--- src/design/nsrf_ram.sv ---
// ----------------------------------------------------------------------------
// Not-shared region filter table RAM
// Simple dual-port RAM, one write and one registered read per cycle.
// ----------------------------------------------------------------------------
module nsrf_ram #(
  parameter int unsigned WIDTH = 8,
  parameter int unsigned DEPTH = 16
) (
  input  logic                     clk_i,
  input  logic                     we_i,
  input  logic [$clog2(DEPTH)-1:0] waddr_i,
  input  logic [WIDTH-1:0]         wdata_i,
  input  logic [$clog2(DEPTH)-1:0] raddr_i,
  output logic [WIDTH-1:0]         rdata_o
);

  logic [WIDTH-1:0] mem [DEPTH];
  logic [WIDTH-1:0] rdata_q;

  always_ff @(posedge clk_i) begin
    if (we_i) begin
      mem[waddr_i] <= wdata_i;
    end
    rdata_q <= mem[raddr_i];
  end

  assign rdata_o = rdata_q;

endmodule

--- config.mk ---
export PLATFORM = sky130hd
export DESIGN_NAME = nsrf_ram
export DESIGN_NICKNAME = d
export VERILOG_FILES = /design/src/design/nsrf_ram.sv
export SDC_FILE = /design/constraint.sdc
export NUM_CORES = 1
export LEC_CHECK = 0
export ABC_CLOCK_PERIOD_IN_PS = 1900
export BUFFER_PORTS_ARGS = -buffer_cell sky130_fd_sc_hd__buf_2
export CAP_MARGIN = 5
export CORE_ASPECT_RATIO = 2
export CORE_MARGIN = 3
export CORE_UTILIZATION = 58
export CTS_CLUSTER_DIAMETER = 120
export CTS_CLUSTER_SIZE = 8
export DETAILED_ROUTE_END_ITERATION = 10
export PLACE_DENSITY_LB_ADDON = 0.25
export RECOVER_POWER = 100
export SLEW_MARGIN = 40
export SYNTH_ARGS = -nofsm -noshare
export SYNTH_HDL_FRONTEND = slang
export SYNTH_SLANG_ARGS = --single-unit
export TNS_END_PERCENT = 100
--- constraint.sdc ---
create_clock -name clk_i -period 1.9 [get_ports clk_i]
set_clock_uncertainty 0.15 [all_clocks]
set_input_delay 0.095 -clock clk_i [delete_from_list [all_inputs] [get_ports clk_i]]
set_output_delay 0.095 -clock clk_i [all_outputs]
set_load 0.1 [all_outputs]
==> results.md <==
- Run status: finished, final reports clean
- PD cells: 1150 nW/um2
- Die H: 139 um
- Commonest non-fill, non-tap cell in the layout: edfxtp_1
- Starting DRT DRC Count: 226
- Highest metal used: met4
- Ant diodes: 0
- Avg WL per Cell: 23.4 um
- Total GRT Usage: 20.9%
- CTS Buffer Depth: 2
- Wire length on met3: 475 um
- Antenna viol nets, final: 0
- Yosys top cell area share: 74.7%
- Htree depth: 4
- Maxcap violations: 0
- Fmax: 655 MHz
- Final setup margin: 0.374 ns
- Leakage power: 0.00204 uW
- Top delay family on crit path: multiplexers
- Post-DP Area: 5510 um2
- Post-synthesis sequential area ratio: 77.8%
- CTS Buf Count: 17
- Num rows: 48
- RSZ-0062 raised after global routing: no
- CP Cell Sequence: mux4_1, a22oi_1, nand2_1
- Fin. max-slew vios: 0
- Input/output buffers: 25
- Peak supply drop: 0.000757 V
- Setup TNS: 0 ns
- Filler Cell Count: 548
- Syn Nets: 247
- CP max stage delay: 0.54 ns
- Finished Cell Area: 6090 um2
- Area contributors post-synth: edfxtp_1 (75%), mux4_2 (7.9%), mux4_1 (7.1%), dfxtp_1 (3.1%), a22oi_1 (2.3%)
- Number of global-route vias before repair: 2647
- Detailed placement HPWL: 6440 um
- DRC: 0
- First-pass GRT wire length: 14500 um
- Yosys warns: 0
- R2R setup slack: 0.37 ns
- Antenna violations before repair: 0
- Tcrit/Tclk final: 80.3%
- TritonCTS clock tree: built
- Crit Path Category: flip-flop to flip-flop
- # setup viols final: 0
- Initial Util: 59.5%
- CP max FO: 1
- Drt first pass iters: 5
- CTS clock-pin slew for the worst setup and hold paths: 0.06 ns
- Biggest area consumer among synthesized cells: edfxtp_1
- Hold WC Path Type: input port to flip-flop
- Grt total ovfl: 0
- CP required: 2.03 ns
- M1 wire length: 3220 um
- Routed via count: 2482
- CP Launch Type: flip-flop
- Routability cong.: 0.758
- Core area: 8650 um2
- Crit path time final: 1.53 ns
- Post-synthesis cell area: 5150 um2
- Synth-to-layout area growth: 18.3%
- Final Hold Vio Count: 0
- Pin count of the biggest net entering global routing: 20
- Most frequent cells in the layout: edfxtp_1 (128), clkbuf_1 (32), mux4_2 (18)
- Die Width: 72.6 um
- IO Count: 26
- Slew Limit Headroom: 51.4%
- Setup WS pre-CTS: 0.243 ns
- Met2 wire len: 5640 um
- CP arrival: 1.66 ns
- Worst-Margin Slew: 0.729 ns
- Yosys cell types: 19
- Resized cells post-CTS: 0
- Clock root buffer: clkbuf_16
- CP bufs+invs: 0
- Die area: 10100 um2
- Average size of a mapped cell: 22.5 um2
- FF+latch count, synth: 136
- CTS Sinks: 136
- Post-synthesis cell count: 229
- Clk_lat worst skew: 0.41 ns
- CP endpoint kind: flip-flop
- Final WL: 9530 um
- Layout cells sized above 1: 21.8%
- CP max stage cell: mux4_1
- DR vias/cell: 6.10
- Nets: 312
- Smallest hold slack: 0.0969 ns
- Total power: 6980 uW
-- path summary, 6_finish.rpt --
| kind | startpoint | endpoint | cells past startpoint |
|---|---|---|---|
| hold / removal | raddr_i[2] | rdata_o[3] | 5 |
| hold reg to reg | mem[14][4] | rdata_o[4] | 3 |
| setup reg to reg | mem[1][2] | rdata_o[2] | 3 |
| setup / recovery | mem[1][2] | rdata_o[2] | 3 |
-- state kept, by name (all words and copies together) (netlist names) --
| name | cells |
|---|---|
| mem | 128 |
| rdata_o | 8 |
-- per-layer routing --
metal / GRT usage [%] / up-vias
met5: 0 / -
met1: 22.2 / 1256
met2: 37.5 / 101
met3: 5.86 / 20
li1: - / 1105
met4: 8.56 / 0
-- stage by stage --
step,instances,util [%]
6_report,407,70.4
5_1_grt,407,70.4
4_1_cts,407,71.3
3_5_place_dp,367,63.7
3_3_place_gp,367,63.7
2_1_floorplan,229,-
-- worst register-to-register path, stage by stage (launching register included) --
cell and delay [ns]:
edfxtp_1 0.40, mux4_1 0.54, a22oi_1 0.22, nand2_1 0.09
-- cells by family after synthesis --
kind of cell | synth area share (%)
flops | 77.8
mux | 15.0
simple gates | 3.18
compound gates | 2.33
buf+inv | 1.68
-- cells in the mapped netlist (all sizes together) --
cell / instances
and2b: 1
nor2b: 1
nor2: 13
nor3: 4
buf: 7
nand2: 9
a22oi: 16
nand3b: 2
clkdlybuf4s25: 3
nand3: 1
nand2b: 2
edfxtp: 128
or3b: 1
and2: 1
dfxtp: 8
mux4: 32
-- where the power goes --
part | total [uW] | switching [uW] | internal, uW
combinational | 456 | 314 | 142
clock | 3150 | 1100 | 2050
sequential | 3380 | 18.9 | 3360
total | 6980 | 1430 | 5550
-- final cells by class --
class / count / area [um2] / area share, %
sequential: 136 / 4000 / 65.7
clock buffer: 23 / 448 / 7.36
timing repair buffer: 56 / 330 / 5.42
clock inverter: 9 / 125 / 2.05
tap: 100 / 125 / 2.05
multi-input combinational: 83 / 1060 / 17.4
-- what timing repair did --
item	in CTS	in global routing
setup buffers	0	0
hold buffers	8	0
endpoints found under the hold margin	128	0
endpoints found under the setup margin	0	0
Power figures use the tool's default switching activity.
