--- config.mk ---
export PLATFORM = sky130hd
export DESIGN_NAME = nsrf_ctrl
export DESIGN_NICKNAME = d
export VERILOG_FILES = /design/src/design/nsrf_pkg.sv /design/src/design/nsrf_ctrl.sv
export SDC_FILE = /design/constraint.sdc
export NUM_CORES = 1
export LEC_CHECK = 0
export CAP_MARGIN = 20
export CORE_AREA = 2 2 151 153
export DETAILED_ROUTE_END_ITERATION = 16
export DIE_AREA = 0 0 153 155
export DONT_BUFFER_PORTS = 1
export PLACE_DENSITY = 0.52
export SLEW_MARGIN = 40
export SYNTH_ARGS = -nofsm -noshare
export SYNTH_HDL_FRONTEND = slang
export SYNTH_SLANG_ARGS = --single-unit
--- constraint.sdc ---
create_clock -name clk_i -period 15.8 [get_ports clk_i]
set_input_delay 0.79 -clock clk_i [delete_from_list [all_inputs] [get_ports clk_i]]
set_output_delay 0.79 -clock clk_i [all_outputs]
set_load 0.01 [all_outputs]
--- src/design/nsrf_pkg.sv ---
// ----------------------------------------------------------------------------
// Not-shared region filter package
// Sizes, table row layout, beat types and controller states.
// ----------------------------------------------------------------------------
package nsrf_pkg;

  localparam int unsigned NODES        = 8;
  localparam int unsigned ENTRIES      = 64;
  localparam int unsigned REGION_SHIFT = 15;

  localparam int unsigned NODE_W = $clog2(NODES);
  localparam int unsigned IDX_W  = $clog2(ENTRIES);
  localparam int unsigned REG_W  = 32 - REGION_SHIFT;
  localparam int unsigned CNT_W  = $clog2(NODES * ENTRIES + 1);
  localparam int unsigned RCNT_W = $clog2(NODES + 1);
  localparam int unsigned ROW_W  = NODES * (REG_W + 1);
  localparam int unsigned MASK_N = (NODES < 8) ? NODES : 8;

  typedef enum logic [1:0] {
    OUT_RECORDED = 2'd0,
    OUT_FREE     = 2'd1,
    OUT_REPLACED = 2'd2
  } outcome_e;

  typedef enum logic [2:0] {
    ST_CLEAR,
    ST_IDLE,
    ST_SCAN,
    ST_SWEEP,
    ST_FIX_RD,
    ST_FIX_WR,
    ST_DONE
  } state_e;

  typedef struct packed {
    logic             valid;
    logic [REG_W-1:0] region;
  } slot_t;

  typedef slot_t [NODES-1:0] row_t;

  typedef struct packed {
    logic [2:0]  node;
    logic [31:0] address;
    logic [5:0]  victim_index;
  } req_t;

  typedef struct packed {
    outcome_e    outcome;
    logic [5:0]  entry_index;
    logic [16:0] region;
    logic        owner_kept;
    logic [7:0]  sharer_mask;
    logic [8:0]  cleared_count;
  } result_t;

  typedef struct packed {
    logic             we;
    logic [IDX_W-1:0] waddr;
    row_t             wdata;
    logic [IDX_W-1:0] raddr;
  } ram_req_t;

  typedef logic [63:0][IDX_W-1:0] vic_tbl_t;

  function automatic vic_tbl_t build_vic_tbl();
    vic_tbl_t t;
    for (int i = 0; i < 64; i++) begin
      t[i] = IDX_W'(i % ENTRIES);
    end
    return t;
  endfunction

  // Victim index wrapped into the table depth.
  localparam vic_tbl_t VIC_TBL = build_vic_tbl();

endpackage

--- src/design/nsrf_ctrl.sv ---
// ----------------------------------------------------------------------------
// Not-shared region filter controller
// Scans the requesting node's entries; if the region is not found there, sweeps
// all rows to clear other nodes' copies of it, then writes the own entry back.
// ----------------------------------------------------------------------------
module nsrf_ctrl import nsrf_pkg::*; (
  input  logic     clk_i,
  input  logic     rst_ni,
  input  logic     req_valid_i,
  input  req_t     req_i,
  output logic     req_ready_o,
  output ram_req_t ram_o,
  input  row_t     ram_rdata_i,
  output logic     res_valid_o,
  output result_t  res_o,
  input  logic     res_ready_i
);

  state_e            state_q, state_d;
  logic [IDX_W-1:0]  ptr_q, ptr_d;
  logic [NODE_W-1:0] node_q, node_d;
  logic [REG_W-1:0]  reg_q, reg_d;
  logic [16:0]       region_q, region_d;
  logic [IDX_W-1:0]  vic_q, vic_d;
  logic [IDX_W-1:0]  idx_q, idx_d;
  outcome_e          outcome_q, outcome_d;
  logic              kept_q, kept_d;
  logic [NODES-1:0]  mask_q, mask_d;
  logic [CNT_W-1:0]  cnt_q, cnt_d;

  logic              accept;
  logic              node_ok;
  logic [31:0]       shifted;
  logic              last;
  logic [IDX_W-1:0]  ptr_nxt;
  slot_t             own;
  logic              own_hit;
  row_t              swept_row;
  logic [RCNT_W-1:0] row_cnt;
  logic [NODES-1:0]  row_mask;
  row_t              fix_row;
  logic [7:0]        mask8;

  assign accept  = req_valid_i && req_ready_o;
  assign node_ok = (32'(req_i.node) < NODES);
  assign shifted = req_i.address >> REGION_SHIFT;
  assign last    = (ptr_q == IDX_W'(ENTRIES - 1));
  assign ptr_nxt = last ? '0 : ptr_q + IDX_W'(1);
  assign own     = ram_rdata_i[node_q];
  assign own_hit = own.valid && (own.region == reg_q);

  always_comb begin
    swept_row = ram_rdata_i;
    row_cnt   = '0;
    row_mask  = '0;
    for (int n = 0; n < NODES; n++) begin
      if ((NODE_W'(n) != node_q) && ram_rdata_i[n].valid &&
          (ram_rdata_i[n].region == reg_q)) begin
        swept_row[n].valid = 1'b0;
        row_cnt            = row_cnt + RCNT_W'(1);
        row_mask[n]        = 1'b1;
      end
    end
  end

  always_comb begin
    fix_row                = ram_rdata_i;
    fix_row[node_q].valid  = (cnt_q == '0);
    fix_row[node_q].region = reg_q;
  end

  always_comb begin
    state_d = state_q;
    case (state_q)
      ST_CLEAR: begin
        if (last) begin
          state_d = ST_IDLE;
        end
      end
      ST_IDLE: begin
        if (accept) begin
          state_d = node_ok ? ST_SCAN : ST_DONE;
        end
      end
      ST_SCAN: begin
        if (own_hit) begin
          state_d = ST_DONE;
        end else if (!own.valid || last) begin
          state_d = ST_SWEEP;
        end
      end
      ST_SWEEP: begin
        if (last) begin
          state_d = ST_FIX_RD;
        end
      end
      ST_FIX_RD: state_d = ST_FIX_WR;
      ST_FIX_WR: state_d = ST_DONE;
      ST_DONE: begin
        if (res_ready_i) begin
          state_d = ST_IDLE;
        end
      end
      default: state_d = ST_IDLE;
    endcase
  end

  always_comb begin
    req_ready_o = 1'b0;
    res_valid_o = 1'b0;
    ram_o.we    = 1'b0;
    ram_o.waddr = ptr_q;
    ram_o.wdata = swept_row;
    ram_o.raddr = '0;
    case (state_q)
      ST_CLEAR: begin
        ram_o.we    = 1'b1;
        ram_o.wdata = '0;
      end
      ST_IDLE: begin
        req_ready_o = 1'b1;
      end
      ST_SCAN: begin
        if (!own_hit && own.valid && !last) begin
          ram_o.raddr = ptr_nxt;
        end
      end
      ST_SWEEP: begin
        ram_o.we    = 1'b1;
        ram_o.raddr = ptr_nxt;
      end
      ST_FIX_RD: begin
        ram_o.raddr = idx_q;
      end
      ST_FIX_WR: begin
        ram_o.we    = 1'b1;
        ram_o.waddr = idx_q;
        ram_o.wdata = fix_row;
      end
      ST_DONE: begin
        res_valid_o = 1'b1;
      end
      default: ;
    endcase
  end

  always_comb begin
    ptr_d     = ptr_q;
    node_d    = node_q;
    reg_d     = reg_q;
    region_d  = region_q;
    vic_d     = vic_q;
    idx_d     = idx_q;
    outcome_d = outcome_q;
    kept_d    = kept_q;
    mask_d    = mask_q;
    cnt_d     = cnt_q;
    case (state_q)
      ST_CLEAR: begin
        ptr_d = ptr_nxt;
      end
      ST_IDLE: begin
        if (accept) begin
          ptr_d     = '0;
          node_d    = NODE_W'(req_i.node);
          reg_d     = shifted[REG_W-1:0];
          region_d  = shifted[16:0];
          vic_d     = VIC_TBL[req_i.victim_index];
          idx_d     = '0;
          outcome_d = OUT_RECORDED;
          kept_d    = 1'b0;
          mask_d    = '0;
          cnt_d     = '0;
        end
      end
      ST_SCAN: begin
        if (own_hit) begin
          outcome_d = OUT_RECORDED;
          idx_d     = ptr_q;
          kept_d    = 1'b1;
        end else if (!own.valid) begin
          outcome_d = OUT_FREE;
          idx_d     = ptr_q;
          ptr_d     = '0;
        end else if (last) begin
          outcome_d = OUT_REPLACED;
          idx_d     = vic_q;
          ptr_d     = '0;
        end else begin
          ptr_d = ptr_nxt;
        end
      end
      ST_SWEEP: begin
        ptr_d  = ptr_nxt;
        cnt_d  = cnt_q + CNT_W'(row_cnt);
        mask_d = mask_q | row_mask;
      end
      ST_FIX_WR: begin
        kept_d = (cnt_q == '0);
      end
      default: ;
    endcase
  end

  always_ff @(posedge clk_i or negedge rst_ni) begin
    if (!rst_ni) begin
      state_q <= ST_CLEAR;
      ptr_q   <= '0;
    end else begin
      state_q <= state_d;
      ptr_q   <= ptr_d;
    end
  end

  always_ff @(posedge clk_i) begin
    node_q    <= node_d;
    reg_q     <= reg_d;
    region_q  <= region_d;
    vic_q     <= vic_d;
    idx_q     <= idx_d;
    outcome_q <= outcome_d;
    kept_q    <= kept_d;
    mask_q    <= mask_d;
    cnt_q     <= cnt_d;
  end

  always_comb begin
    mask8               = '0;
    mask8[MASK_N-1:0]   = mask_q[MASK_N-1:0];
    res_o.outcome       = outcome_q;
    res_o.entry_index   = 6'(idx_q);
    res_o.region        = region_q;
    res_o.owner_kept    = kept_q;
    res_o.sharer_mask   = mask8;
    res_o.cleared_count = 9'(cnt_q);
  end

endmodule

==> summary.txt <==
Timing
  – Worst Skew: 0.01412 ns
  – Hold slack: 0.1341 ns
  – Setup ws final: 8.554 ns
  – Slew headroom: 0.4741
  – Setup tns final: 0 ns
  – Fin crit share: 0.4586
  – Period minus WS final: 7.246 ns
  – RSZ-0062 raised after global routing: false
  – Final-report max-slew violation count: 0
  – Final setup viols: 0
  – Hold violation count in the final report: 0
  – Achievable Freq: 138.0 MHz
  – Actual slew at the worst max-slew pin: 0.7846 ns

Power
  – VDD IR max: 0.00008206 V
  – Leak Pwr: 3.511 nW
  – PwrDens: 142.9 nW/um^2

GRT
  – Pin count of the biggest net entering global routing: 51
  – Gr ovfl total: 0
  – Global routing met3 resource utilization: 0.09694
  – Initial antenna violation count: 1
  – Vias in the first global route: 7578
  – GRT busiest layer: met2
  – M1 GR Usage: 0.3898
  – GRT Util Overall: 0.2996
  – Global-route wire length before repair: 52.67 mm
  – Met2 Use GR: 0.4856

Synthesis
  – Combinational family with the most area after synthesis: compound AO/OA/AOI/OAI gates
  – Post-Synth Simple-Gate Area: 0.1680
  – Syn nets: 1126
  – Multiplexer share of the synthesized area: 0.1378
  – Syn Area/Cell: 9.305 um^2
  – Yosys top cell area share: 0.1853
  – Yosys reg bits: 62
  – Post-synth EDFFs: 53
  – Post-Synthesis Cells: 923
  – Post-Synth XOR/XNOR Area: 0.1879
  – Register area share after synthesis: 0.2115
  – Yosys cell types: 72
  – Post-Synth Adder-Cell Area: 0.02127
  – Synth Cell Area: 8588 um^2
  – Compound-Gate Fraction of Synth Area: 0.2056
  – Top_reg_cell synth: edfxtp_1
  – Area contributors post-synth: edfxtp_1, a22o_1, mux4_2, xnor2_1, xor2_1
  – Yosys warning total: 0
  – Ys async rst share: 0.1452
  – Dominant cell type by area after synthesis: edfxtp_1

Floorplanning
  – Core area: 22230 um^2
  – Core Rows: 55
  – Height of the die: 155 um
  – Die ar.: 23720 um^2
  – Initial Util: 0.3864
  – Die W: 153 um
  – Ports: 391

Placement
  – Worst slack, placed: 8.625 ns
  – Placed Cells incl. Taps: 1152
  – Hpwl dp: 29.11 mm
  – Placer Congestion: 0.9328
  – Number of buffers added on ports: 0

Detailed routing
  – Drt initial violations: 729
  – Drt total wl: 37.01 mm
  – Via count: 7851
  – Antenna Violating Nets Remaining: 0
  – Via/cell ratio: 6.722
  – Drt drc: 0
  – DRT Pass-1 Iters: 7
  – Avg WL per Cell: 31.69 um

Setup path
  – Max stage delay on crit path: 0.69 ns
  – Critical Path RT: 15.88 ns
  – Setup crit end kind: register
  – Crit path DAT: 7.33 ns
  – Top cell by count, worst path: ha_1
  – Kind of critical path: register to register
  – Crit path launch type: register
  – Crit path max fanout: 48
  – Slowest-stage cell, CP: a211oi_4

Clock network
  – CTS tree: yes
  – Clock latency at the later pin of the worst-skew pair: 0.34 ns
  – CTS buffer count: 9
  – H-tree depth: 3
  – # Post-CTS Setup Buffers: 0
  – Post-CTS sizing: 0
  – Root Buffer: clkbuf_16
  – Sink Count: 62
  – Clock Path Buffers: 2
  – Reg clk slew, reported paths: 0.06 ns
  – Number of hold buffers added after CTS: 0

Cells and area
  – Fin cells: 1168
  – P&R area growth vs syn: 5.434%
  – Share of cells above drive strength 1: 0.1461
  – Diodes inserted: 0
  – Final net count: 1081

Worst hold path
  – Worst hold path class: input pin to async pin

Run
  – Max cap viols: 0

Status
  – Outcome: finished, final reports clean
cell families after synthesis:
logic type	Yosys count
and+or+nand+nor	264
AOI/OAI and AO/OA	222
xor gates and xnor gates	175
buffers and inverters	114
muxes	72
DFF	62
adders and majority gates	14
critical path, delay by kind of cell, from the launching register on:
family | cells | cell delay [ns]
AOI/OAI and AO/OA | 9 | 2.20
and+or+nand+nor | 10 | 1.55
adders and majority gates | 4 | 1.11
buffers and inverters | 4 | 0.97
xor gates and xnor gates | 3 | 0.51
DFF | 1 | 0.32
muxes | 1 | 0.27
placed cells by master, fill, tap and decap left out, types with 5 or more instances in the layout:
cell / instances
nor4_1: 25
dfrtp_1: 9
buf_4: 39
nor3_1: 19
o22ai_1: 7
xor2_1: 83
inv_1: 17
a21oi_1: 10
nand4_1: 18
or4_1: 7
o21ai_0: 27
nor2_1: 52
xnor2_2: 7
mux4_2: 36
a22o_1: 136
xnor2_1: 83
mux2i_1: 26
ha_1: 13
mux2_2: 10
nand2b_1: 12
o21ai_1: 6
a32o_1: 5
nor2b_1: 16
and3_1: 5
nand3_1: 26
clkbuf_16: 9
nand2_1: 46
edfxtp_1: 53
cell usage after synthesis, types with 7 or more instances:
master and number:
xor2_1 83, nor2_1 55, buf_1 11, nand3_1 26, nor4_1 25, mux2i_1 26
edfxtp_1 53, o22ai_1 7, inv_1 18, xnor2_2 7, nor2b_1 16, clkbuf_1 51
dfrtp_1 9, o21ai_1 7, ha_1 13, mux2_2 10, nand4_1 18, or4_1 7
nand2_1 46, buf_4 15, a21oi_1 10, xnor2_1 83, nor3_1 20, a22o_1 136
buf_6 12, nand2b_1 12, mux4_2 36, o21ai_0 27
sequential cells by signal, summed over array words and instances, names as in the netlist, 2 cells and up:
| register | cells |
|---|---|
| node_q | 3 |
| outcome_q | 2 |
| state_q | 3 |
| vic_q | 6 |
| region_q | 17 |
| mask8 | 8 |
| idx_q | 6 |
| ptr_q | 6 |
| cnt_q | 10 |
stage by stage:
step	utilization	area [um^2]	total power, mW
after floorplan	-	8588	0.9076
after global placement	0.3930	8735	1.086
after detailed placement	0.3938	8753	1.089
after CTS	0.4072	9051	1.296
after global routing	0.4074	9055	1.367
final	0.4074	9055	1.294
power breakdown:
group | switching (mW) | leakage (nW) | internal, mW
Combinational | 0.498 | 2.75 | 0.280
Clock | 0.0802 | 0.142 | 0.122
Sequential | 0.0712 | 0.617 | 0.243
final timing paths:
kind,startpoint,endpoint,slack [ns],cells past startpoint
max,node_q[1],cnt_q[7],8.55,31
min,rst_ni,state_q[1],0.13,0
max reg2reg,node_q[1],cnt_q[7],8.55,31
min reg2reg,vic_q[3],idx_q[3],0.56,2
max in group asynchronous,rst_ni,ptr_q[2],15.59,0
min in group clk_i,req_i[21],region_q[0],0.54,0
layer usage:
metal | wire (um) | part of all wire
met3 | 3680 | 0.099
met1 | 15320 | 0.41
met2 | 17280 | 0.47
met4 | 709 | 0.019
met5 | 17 | 0.00046
final cells by class:
cell class / count / area [um^2]
clock buffer: 9 / 225.2
clock inverter: 7 / 72.57
fill: 2236 / 13170
inverter: 18 / 67.56
multi-input combinational: 747 / 6212
sequential: 62 / 1817
tap: 285 / 356.6
timing repair buffer: 40 / 304.0
(Power assumes the default switching activity.)
